### config.mk
export PLATFORM = sky130hd
export DESIGN_NAME = spline_bisection_root_finder_flat
export DESIGN_NICKNAME = d
export VERILOG_FILES = /design/src/hdl/sbrf_pkg.sv /design/src/hdl/sbrf_if.sv /design/src/hdl/sbrf_horner.sv /design/src/hdl/spline_bisection_root_finder.sv /design/src/flat_wrapper.sv
export SDC_FILE = /design/constraint.sdc
export NUM_CORES = 2
export LEC_CHECK = 0
export BUFFER_PORTS_ARGS = -buffer_cell sky130_fd_sc_hd__buf_2
export CAP_MARGIN = 20
export CORE_UTILIZATION = 46
export CTS_CLUSTER_DIAMETER = 30
export DETAILED_ROUTE_END_ITERATION = 10
export PLACE_DENSITY = 0.71
export SYNTH_ARGS = -nofsm -noshare
export SYNTH_HDL_FRONTEND = slang
export SYNTH_SLANG_ARGS = --single-unit
### constraint.sdc
create_clock -name clk_i -period 32.6 [get_ports clk_i]
set_input_delay 3.26 -clock clk_i [delete_from_list [all_inputs] [get_ports clk_i]]
set_output_delay 3.26 -clock clk_i [all_outputs]
set_load 0.02 [all_outputs]
### src/hdl/sbrf_pkg.sv
`timescale 1ns / 1ps

package sbrf_pkg;

  // Fixed point layout
  localparam int unsigned FracBits = 28;
  localparam int unsigned XW       = 31;
  localparam int unsigned AccW     = 64;
  localparam int unsigned TolW     = 29;
  localparam int unsigned HalfW    = 32;
  localparam int unsigned PpW      = HalfW + XW;
  localparam int unsigned ProdW    = 2 * HalfW + XW;
  localparam int unsigned RW       = 62;

  // Segments and coefficients
  localparam int unsigned NumSeg  = 5;
  localparam int unsigned NumCoef = 4;

  localparam logic [1:0] CoefA = 2'd0;
  localparam logic [1:0] CoefC = 2'd2;
  localparam logic [1:0] CoefD = 2'd3;

  // Configuration port
  localparam int unsigned ApbAddrW = 3;
  localparam logic        RegTolerance = 1'b0;
  localparam logic [TolW-1:0] TolMin = TolW'(2);

  // Q.36 conversion of values given in units of 1e-5, rounded half away from zero
  localparam logic [63:0] One36 = 64'd1 << 36;
  localparam logic [63:0] QDen  = 64'd100000;
  localparam logic [63:0] QHalf = 64'd50000;

  localparam logic [AccW-1:0] SegCoef [NumSeg][NumCoef] = '{
    '{64'd0 - (64'd100000 * One36 + QHalf) / QDen,
      (64'd180861 * One36 + QHalf) / QDen,
      64'd0,
      (64'd19139 * One36 + QHalf) / QDen},
    '{(64'd114833 * One36 + QHalf) / QDen,
      64'd0 - (64'd463636 * One36 + QHalf) / QDen,
      (64'd644498 * One36 + QHalf) / QDen,
      64'd0 - (64'd195694 * One36 + QHalf) / QDen},
    '{64'd0 - (64'd5159809 * One36 + QHalf) / QDen,
      (64'd7448325 * One36 + QHalf) / QDen,
      64'd0 - (64'd3311483 * One36 + QHalf) / QDen,
      (64'd463636 * One36 + QHalf) / QDen},
    '{(64'd22447368 * One36 + QHalf) / QDen,
      64'd0 - (64'd20158852 * One36 + QHalf) / QDen,
      (64'd5890909 * One36 + QHalf) / QDen,
      64'd0 - (64'd558852 * One36 + QHalf) / QDen},
    '{64'd0 - (64'd30712440 * One36 + QHalf) / QDen,
      (64'd19711005 * One36 + QHalf) / QDen,
      64'd0 - (64'd4076555 * One36 + QHalf) / QDen,
      (64'd271770 * One36 + QHalf) / QDen}
  };

  // Evaluation request and response between sequencer and Horner unit
  typedef struct packed {
    logic          start;
    logic [XW-1:0] x;
  } horner_req_t;

  typedef struct packed {
    logic            done;
    logic [AccW-1:0] value;
  } horner_rsp_t;

endpackage

### src/hdl/sbrf_if.sv
`timescale 1ns / 1ps

// Interval request channel
interface sbrf_in_if;
  logic                    valid;
  logic                    ready;
  logic [sbrf_pkg::XW-1:0] lower_bound;
  logic [sbrf_pkg::XW-1:0] upper_bound;

  modport source (output valid, output lower_bound, output upper_bound, input ready);
  modport sink   (input valid, input lower_bound, input upper_bound, output ready);
endinterface

// Result channel
interface sbrf_out_if;
  logic                    valid;
  logic                    ready;
  logic [sbrf_pkg::XW-1:0] root;
  logic                    status;
  logic                    exact_zero;

  modport source (output valid, output root, output status, output exact_zero, input ready);
  modport sink   (input valid, input root, input status, input exact_zero, output ready);
endinterface

### src/hdl/sbrf_horner.sv
`timescale 1ns / 1ps

// Spline evaluation by Horner's rule on one shared 32x31 multiplier.
// Each step: magnitude, low partial product, high partial product, add.
module sbrf_horner (
  input  logic                  clk_i,
  input  logic                  rst_ni,
  input  sbrf_pkg::horner_req_t req_i,
  output sbrf_pkg::horner_rsp_t rsp_o
);

  typedef enum logic [2:0] {
    H_IDLE,
    H_ABS,
    H_MUL_LO,
    H_MUL_HI,
    H_ADD
  } horner_state_e;

  horner_state_e                 state_q;
  logic [sbrf_pkg::XW-1:0]       x_q;
  logic [2:0]                    seg_q;
  logic [1:0]                    k_q;
  logic [sbrf_pkg::AccW-1:0]     acc_q;
  logic [sbrf_pkg::AccW-1:0]     mag_q;
  logic                          neg_q;
  logic [sbrf_pkg::ProdW-1:0]    prod_q;
  logic                          done_q;

  logic [2:0]                    seg_sel;
  logic [sbrf_pkg::HalfW-1:0]    mul_a;
  logic [sbrf_pkg::PpW-1:0]      pp;
  logic [sbrf_pkg::AccW-1:0]     r_ext;
  logic [sbrf_pkg::AccW-1:0]     coef;
  logic [sbrf_pkg::AccW-1:0]     acc_sum;

  // Segment from x: boundaries at 1, 2, 3 and 4, inclusive on the upper side
  always_comb begin
    if (req_i.x <= sbrf_pkg::XW'(1) << sbrf_pkg::FracBits) begin
      seg_sel = 3'd0;
    end else if (req_i.x <= sbrf_pkg::XW'(2) << sbrf_pkg::FracBits) begin
      seg_sel = 3'd1;
    end else if (req_i.x <= sbrf_pkg::XW'(3) << sbrf_pkg::FracBits) begin
      seg_sel = 3'd2;
    end else if (req_i.x <= sbrf_pkg::XW'(4) << sbrf_pkg::FracBits) begin
      seg_sel = 3'd3;
    end else begin
      seg_sel = 3'd4;
    end
  end

  // Shared multiplier, one half of the magnitude per cycle
  assign mul_a = (state_q == H_MUL_LO) ? mag_q[sbrf_pkg::HalfW-1:0]
                                       : mag_q[sbrf_pkg::AccW-1:sbrf_pkg::HalfW];
  assign pp    = sbrf_pkg::PpW'(mul_a) * sbrf_pkg::PpW'(x_q);

  // Truncated magnitude, sign put back by add or subtract
  assign r_ext   = sbrf_pkg::AccW'(prod_q[sbrf_pkg::FracBits + sbrf_pkg::RW - 1:
                                          sbrf_pkg::FracBits]);
  assign coef    = sbrf_pkg::SegCoef[seg_q][k_q];
  assign acc_sum = neg_q ? coef - r_ext : coef + r_ext;

  // Sequencer
  always_ff @(posedge clk_i or negedge rst_ni) begin
    if (!rst_ni) begin
      state_q <= H_IDLE;
      x_q     <= '0;
      seg_q   <= '0;
      k_q     <= '0;
      acc_q   <= '0;
      mag_q   <= '0;
      neg_q   <= 1'b0;
      prod_q  <= '0;
      done_q  <= 1'b0;
    end else begin
      done_q <= 1'b0;
      unique case (state_q)
        H_IDLE: begin
          if (req_i.start) begin
            x_q     <= req_i.x;
            seg_q   <= seg_sel;
            acc_q   <= sbrf_pkg::SegCoef[seg_sel][sbrf_pkg::CoefD];
            k_q     <= sbrf_pkg::CoefC;
            state_q <= H_ABS;
          end
        end
        H_ABS: begin
          neg_q   <= acc_q[sbrf_pkg::AccW-1];
          mag_q   <= acc_q[sbrf_pkg::AccW-1] ? '0 - acc_q : acc_q;
          state_q <= H_MUL_LO;
        end
        H_MUL_LO: begin
          prod_q  <= sbrf_pkg::ProdW'(pp);
          state_q <= H_MUL_HI;
        end
        H_MUL_HI: begin
          prod_q  <= prod_q + {pp, sbrf_pkg::HalfW'(0)};
          state_q <= H_ADD;
        end
        H_ADD: begin
          acc_q <= acc_sum;
          if (k_q == sbrf_pkg::CoefA) begin
            done_q  <= 1'b1;
            state_q <= H_IDLE;
          end else begin
            k_q     <= k_q - 2'd1;
            state_q <= H_ABS;
          end
        end
        default: state_q <= H_IDLE;
      endcase
    end
  end

  assign rsp_o.done  = done_q;
  assign rsp_o.value = acc_q;

endmodule

### src/hdl/spline_bisection_root_finder.sv
`timescale 1ns / 1ps
// Each request evaluates the spline at both ends; when they show no sign change the result
// is ready, else bisection steps follow, each evaluating the spline at the new midpoint.
// Requests are taken only in the idle state; the shared Horner unit computes every value.
// A new request is taken while the previous result waits in the output register.
// Reset (rst_ni, asynchronous, active low) clears control state, tolerance reads 1.

module spline_bisection_root_finder (
  input  logic                          clk_i,
  input  logic                          rst_ni,
  input  logic                          psel,
  input  logic                          penable,
  input  logic                          pwrite,
  input  logic [sbrf_pkg::ApbAddrW-1:0] paddr,
  input  logic [31:0]                   pwdata,
  output logic [31:0]                   prdata,
  output logic                          pready,
  sbrf_in_if.sink                       in_i,
  sbrf_out_if.source                    out_o
);

  typedef enum logic [2:0] {
    S_IDLE,
    S_EVAL_LO,
    S_EVAL_HI,
    S_BISECT,
    S_EVAL_MID,
    S_FINISH
  } sbrf_state_e;

  sbrf_state_e               state_q;
  logic [sbrf_pkg::XW-1:0]   low_q;
  logic [sbrf_pkg::XW-1:0]   high_q;
  logic [sbrf_pkg::XW-1:0]   mid_q;
  logic                      sign_low_q;
  logic                      fl_neg_q;
  logic                      fl_zero_q;
  logic                      status_q;
  logic                      exact_q;
  logic [sbrf_pkg::TolW-1:0] tol_q;
  sbrf_pkg::horner_req_t     hreq_q;
  sbrf_pkg::horner_rsp_t     hrsp;
  logic                      out_valid_q;
  logic [sbrf_pkg::XW-1:0]   out_root_q;
  logic                      out_status_q;
  logic                      out_exact_q;

  logic                      cfg_write;
  logic [sbrf_pkg::TolW-1:0] tol_eff;
  logic [sbrf_pkg::XW-1:0]   width;
  logic                      keep_going;
  logic [sbrf_pkg::XW:0]     mid_sum;
  logic [sbrf_pkg::XW-1:0]   mid_next;
  logic                      v_neg;
  logic                      v_zero;

  // Configuration register
  assign cfg_write = psel && penable && pwrite;
  assign pready    = 1'b1;
  assign prdata    = (paddr[2] == sbrf_pkg::RegTolerance) ? 32'(tol_q) : 32'd0;

  always_ff @(posedge clk_i or negedge rst_ni) begin
    if (!rst_ni) begin
      tol_q <= sbrf_pkg::TolW'(1);
    end else if (cfg_write && paddr[2] == sbrf_pkg::RegTolerance) begin
      tol_q <= pwdata[sbrf_pkg::TolW-1:0];
    end
  end

  // Horner unit
  sbrf_horner u_horner (
    .clk_i  (clk_i),
    .rst_ni (rst_ni),
    .req_i  (hreq_q),
    .rsp_o  (hrsp)
  );

  // Bisection step terms
  assign tol_eff    = (tol_q < sbrf_pkg::TolMin) ? sbrf_pkg::TolMin : tol_q;
  assign width      = high_q - low_q;
  assign keep_going = (high_q > low_q) && (width >= sbrf_pkg::XW'(tol_eff));
  assign mid_sum    = {1'b0, high_q} + {1'b0, low_q};
  assign mid_next   = mid_sum[sbrf_pkg::XW:1];
  assign v_neg      = hrsp.value[sbrf_pkg::AccW-1];
  assign v_zero     = (hrsp.value == '0);

  // Sequencer and output register
  always_ff @(posedge clk_i or negedge rst_ni) begin
    if (!rst_ni) begin
      state_q      <= S_IDLE;
      low_q        <= '0;
      high_q       <= '0;
      mid_q        <= '0;
      sign_low_q   <= 1'b0;
      fl_neg_q     <= 1'b0;
      fl_zero_q    <= 1'b0;
      status_q     <= 1'b0;
      exact_q      <= 1'b0;
      hreq_q       <= '0;
      out_valid_q  <= 1'b0;
      out_root_q   <= '0;
      out_status_q <= 1'b0;
      out_exact_q  <= 1'b0;
    end else begin
      hreq_q.start <= 1'b0;
      if (out_valid_q && out_o.ready) begin
        out_valid_q <= 1'b0;
      end
      unique case (state_q)
        S_IDLE: begin
          if (in_i.valid) begin
            low_q        <= in_i.lower_bound;
            high_q       <= in_i.upper_bound;
            mid_q        <= in_i.lower_bound;
            hreq_q.start <= 1'b1;
            hreq_q.x     <= in_i.lower_bound;
            state_q      <= S_EVAL_LO;
          end
        end
        S_EVAL_LO: begin
          if (hrsp.done) begin
            fl_neg_q     <= v_neg;
            fl_zero_q    <= v_zero;
            hreq_q.start <= 1'b1;
            hreq_q.x     <= high_q;
            state_q      <= S_EVAL_HI;
          end
        end
        S_EVAL_HI: begin
          if (hrsp.done) begin
            if (fl_zero_q || v_zero || (fl_neg_q == v_neg)) begin
              status_q <= 1'b1;
              exact_q  <= 1'b0;
              state_q  <= S_FINISH;
            end else begin
              sign_low_q <= fl_neg_q;
              state_q    <= S_BISECT;
            end
          end
        end
        S_BISECT: begin
          if (keep_going) begin
            mid_q        <= mid_next;
            hreq_q.start <= 1'b1;
            hreq_q.x     <= mid_next;
            state_q      <= S_EVAL_MID;
          end else begin
            status_q <= 1'b0;
            exact_q  <= 1'b0;
            state_q  <= S_FINISH;
          end
        end
        S_EVAL_MID: begin
          if (hrsp.done) begin
            if (v_zero) begin
              status_q <= 1'b0;
              exact_q  <= 1'b1;
              state_q  <= S_FINISH;
            end else begin
              if (v_neg != sign_low_q) begin
                high_q <= mid_q;
              end else begin
                low_q      <= mid_q;
                sign_low_q <= v_neg;
              end
              state_q <= S_BISECT;
            end
          end
        end
        S_FINISH: begin
          if (!out_valid_q || out_o.ready) begin
            out_valid_q  <= 1'b1;
            out_root_q   <= mid_q;
            out_status_q <= status_q;
            out_exact_q  <= exact_q;
            state_q      <= S_IDLE;
          end
        end
        default: state_q <= S_IDLE;
      endcase
    end
  end

  assign in_i.ready       = (state_q == S_IDLE);
  assign out_o.valid      = out_valid_q;
  assign out_o.root       = out_root_q;
  assign out_o.status     = out_status_q;
  assign out_o.exact_zero = out_exact_q;

`ifndef SYNTHESIS
  // Midpoint under evaluation lies strictly inside the interval
  assert property (@(posedge clk_i) disable iff (!rst_ni)
    state_q == S_EVAL_MID |-> (low_q < mid_q) && (mid_q < high_q))
    else $error("midpoint outside interval");

  // Horner results arrive only while a value is awaited
  assert property (@(posedge clk_i) disable iff (!rst_ni)
    hrsp.done |-> (state_q == S_EVAL_LO || state_q == S_EVAL_HI || state_q == S_EVAL_MID))
    else $error("unexpected Horner result");

  // No sign change never reports an exact zero
  assert property (@(posedge clk_i) disable iff (!rst_ni)
    out_o.valid |-> !(out_o.status && out_o.exact_zero))
    else $error("inconsistent result flags");

  // Each bisection step narrows the interval
  assert property (@(posedge clk_i) disable iff (!rst_ni)
    (state_q == S_BISECT && $past(state_q) == S_EVAL_MID)
      |-> (width < $past(width)))
    else $error("interval did not shrink");
`endif

endmodule

### src/flat_wrapper.sv
// flat-port wrapper written by rule: the top's interface ports become plain ports
module spline_bisection_root_finder_flat 
  (clk_i, rst_ni, psel, penable, pwrite, paddr, pwdata, prdata, pready, in_i_valid, in_i_lower_bound, in_i_upper_bound, in_i_ready, out_o_valid, out_o_root, out_o_status, out_o_exact_zero, out_o_ready);
  sbrf_in_if in_i_i ();
  sbrf_out_if out_o_i ();
  input  logic clk_i;
  input  logic rst_ni;
  input  logic psel;
  input  logic penable;
  input  logic pwrite;
  input  logic [sbrf_pkg::ApbAddrW-1:0] paddr;
  input  logic [31:0] pwdata;
  output logic [31:0] prdata;
  output logic pready;
  input wire logic [$bits(in_i_i.valid)-1:0] in_i_valid;
  input wire logic [$bits(in_i_i.lower_bound)-1:0] in_i_lower_bound;
  input wire logic [$bits(in_i_i.upper_bound)-1:0] in_i_upper_bound;
  output wire logic [$bits(in_i_i.ready)-1:0] in_i_ready;
  output wire logic [$bits(out_o_i.valid)-1:0] out_o_valid;
  output wire logic [$bits(out_o_i.root)-1:0] out_o_root;
  output wire logic [$bits(out_o_i.status)-1:0] out_o_status;
  output wire logic [$bits(out_o_i.exact_zero)-1:0] out_o_exact_zero;
  input wire logic [$bits(out_o_i.ready)-1:0] out_o_ready;
  assign in_i_i.valid = in_i_valid;
  assign in_i_i.lower_bound = in_i_lower_bound;
  assign in_i_i.upper_bound = in_i_upper_bound;
  assign in_i_ready = in_i_i.ready;
  assign out_o_valid = out_o_i.valid;
  assign out_o_root = out_o_i.root;
  assign out_o_status = out_o_i.status;
  assign out_o_exact_zero = out_o_i.exact_zero;
  assign out_o_i.ready = out_o_ready;
  spline_bisection_root_finder u_core (.clk_i(clk_i), .rst_ni(rst_ni), .psel(psel), .penable(penable), .pwrite(pwrite), .paddr(paddr), .pwdata(pwdata), .prdata(prdata), .pready(pready), .in_i(in_i_i), .out_o(out_o_i));
endmodule
==> results.sh <==
export IMPL_status="finished, final reports clean"
export IMPL_critPathKind="flop to flop"
export IMPL_cp_start_kind="flop"
export IMPL_setup_tns_final_ns=0
export IMPL_clk_latency_ns=0.67
export IMPL_min_period_ns=12.45
export IMPL_initial_core_util=0.464
export IMPL_synth_edf_count=0
export IMPL_period_share=0.382
export IMPL_synth_area_um2=64800
export IMPL_coreArea_um2=140000
export IMPL_setup_viol=0
export IMPL_crit_arrival_ns=12.99
export IMPL_fmax_mhz=80.3
export IMPL_synth_top_cell_area_share=0.269
export IMPL_ys_seq_elements=427
export IMPL_hold_path_class="flop to flop"
export IMPL_numCtsBuffers=89
export IMPL_yosysUniqueCellTypes=87
export IMPL_finalHoldViolations=0
export IMPL_drv_slew=0
export IMPL_row_count=137
export IMPL_yosysWarnings=0
export IMPL_worst_slew_pin_slew_ns=1.17
export IMPL_clockBufferDepth=3
export IMPL_syn2layout_area_growth_pct=8.47
export IMPL_drc=0
export IMPL_yosysTopAreaCell="fa_1"
export IMPL_first_global_vias=55700
export IMPL_die_h_um=377
export IMPL_slowest_delay_ns=0.63
export IMPL_port_buffers=162
export IMPL_worstPathRequired_ns=33.13
export IMPL_grt_pass1_wl_um=309000
export IMPL_critPathSlowestCell="or4b_2"
export IMPL_syn_inst=7654
export IMPL_hpwl_um=150000
export IMPL_drt_total_wl_um=193000
export IMPL_drtAntennaViolNets=0
export IMPL_final_common_cell="nand2_1"
export IMPL_cts_tree="done"
export IMPL_drive_gt1_frac=0.0750
export IMPL_slew_headroom=0.219
export IMPL_synth_ff_type="dfrtp_1"
export IMPL_grt_max_degree=129
export IMPL_post_route_util=0.503
export IMPL_post_drt_via_cell_ratio=5.74
export IMPL_antenna_found_initial=4
export IMPL_drt_wirelength_per_cell_um=20.3
export IMPL_cts_setup_buffers=0
export IMPL_postSynth_asyncResetShare=1.00
export IMPL_firstDrtPassIters=5
export IMPL_clock_skew_ns=0.0549
export IMPL_gr_usage_all_layers=0.274
export IMPL_ys_seq_area_frac=0.165
export IMPL_cp_end_kind="flop"
export IMPL_avgSynthCellArea_um2=8.46
export IMPL_rsz0062_at_grt="no"
export IMPL_die_area_um2=142000
export IMPL_htreeDepth=3
export IMPL_place_congestion=0.983
export IMPL_synth_top_cells_by_area="fa_1 27%, dfrtp_1 16%, ha_1 9.4%, nand2_1 6.6%, inv_1 5.9%"
export IMPL_cts_resized=0
export IMPL_clk_pin_slew_worst_paths_ns=0.05
export IMPL_path_max_fanout=60
export IMPL_max_cap_viol_count=0
export IMPL_cts_hold_buf=0
export IMPL_r2r_slack_ns=20.15
export IMPL_clkSinkCount=427
export IMPL_grt_ovfl_total=0
export IMPL_drt_initial_drc_count=4638
export IMPL_die_width_um=377
export IMPL_route_vias_total=54500
export IMPL_io_pins=172
export IMPL_crit_top_cell="fa_1"
export IMPL_fillCellCount=13000
export IMPL_cts_root_buf="clkbuf_16"
export IMPL_final_nets=9016
export IMPL_final_cell_mix="1124 x nand2_1, 1017 x inv_1, 870 x fa_1"
==> path summary, 6_finish.rpt <==
path / cells after the start / endpoint / from
worst min-delay path: 2 / u_core.u_horner.x_q[9]$_DFFE_PN0P_ / u_core.u_horner.x_q[9]$_DFFE_PN0P_
worst max-delay path: 43 / u_core.u_horner.prod_q[89]$_DFFE_PN0P_ / u_core.u_horner.state_q[2]$_DFFE_PN0P_
max in group asynchronous: 4 / u_core.u_horner.prod_q[49]$_DFFE_PN0P_ / rst_ni
min in group asynchronous: 1 / u_core.u_horner.seg_q[0]$_DFFE_PN0P_ / rst_ni
worst min register to register: 2 / u_core.u_horner.x_q[9]$_DFFE_PN0P_ / u_core.u_horner.x_q[9]$_DFFE_PN0P_
worst max register to register: 43 / u_core.u_horner.prod_q[89]$_DFFE_PN0P_ / u_core.u_horner.state_q[2]$_DFFE_PN0P_
==> Yosys cell counts, types with 24 or more instances <==
cell type  instances
nand2_1         1134
inv_1           1017
fa_1             870
ha_1             487
and2_1           465
clkbuf_1         430
dfrtp_1          426
a21oi_1          393
o21ai_0          380
nor2_1           348
xnor2_1          222
a21o_1           165
xor2_1           125
nand3_1          114
nor3_1            83
o211ai_1          79
mux2_2            78
a211oi_1          72
a31oi_1           68
and3_1            59
o31ai_1           47
nand4_1           46
o21bai_1          44
nor2b_1           41
nand2b_1          38
a22oi_1           34
nor4_1            34
o21a_1            31
or3_1             24
==> metal layers <==
layer | wire length [um] | vias to the layer above | global-route usage
li1 | - | 24700 | -
met1 | 82000 | 27300 | 0.375
met2 | 88800 | 2130 | 0.439
met3 | 14900 | 384 | 0.0412
met4 | 7060 | 8 | 0.0990
met5 | 47 | - | 0
==> per-stage QoR <==
| step | instances | area [um^2] | hold WS (ns) | setup WS, ns |
|---|---|---|---|---|
| after CTS | 9503 | 70200 | 0.477 | 20.22 |
| after global routing | 9505 | 70300 | 0.494 | 19.45 |
| after detailed placement | 9338 | 67100 | 0.465 | 20.30 |
| final | 9506 | 70300 | 0.472 | 20.15 |
| after floorplan | 7656 | 64800 | 0.450 | 22.34 |
| after global placement | 9337 | 67100 | 0.460 | 20.40 |
==> flip-flops by register name, summed over array words and instances (netlist names), 2 cells and up <==
register and count:
u_core.hreq_q 32, u_core.tol_q 29, u_core.mid_q 31, u_core.u_horner.prod_q 62, u_core.u_horner.state_q 3, u_core.out_o.root 31
u_core.state_q 3, u_core.u_horner.mag_q 64, u_core.low_q 31, u_core.u_horner.acc_q 64, u_core.u_horner.x_q 31, u_core.u_horner.k_q 2
u_core.u_horner.seg_q 3, u_core.high_q 31
==> cell type report <==
type                    count  area, um^2  area share
multi-input cells        5750       48600       0.692
flip-flops and latches    427       10700       0.152
inverters                1019        3820      0.0544
clock buffers             106        2390      0.0340
well taps                1876        2350      0.0334
repair buffers            268        1650      0.0234
clock inverters            59         742      0.0106
diodes                      1        2.50   0.0000356
==> critical path: cells and delay by family, from the launching register on <==
family / cells / cell delay, ns
fa+ha+maj: 10 / 4.66
compound gates: 19 / 3.77
simple gates: 8 / 1.83
buf+inv: 6 / 1.54
flops: 1 / 0.46
==> kinds of logic (layout without fill, tap and decap cells) <==
| logic type | Yosys count | after routing | share of synthesized area |
|---|---|---|---|
| simple gates | 2461 | 2461 | 0.179 |
| compound gates | 1482 | 1482 | 0.144 |
| buf+inv | 1479 | 1452 | 0.0860 |
| fa+ha+maj | 1357 | 1357 | 0.363 |
| flops | 427 | 427 | 0.165 |
| xor+xnor | 347 | 347 | 0.0469 |
| mux | 99 | 99 | 0.0168 |
| other cells | 2 | 5 | 0.000116 |
Power is left out: the tool's default activity adds up to more than one toggle a clock period on the data nets, which glitch-free logic cannot reach.
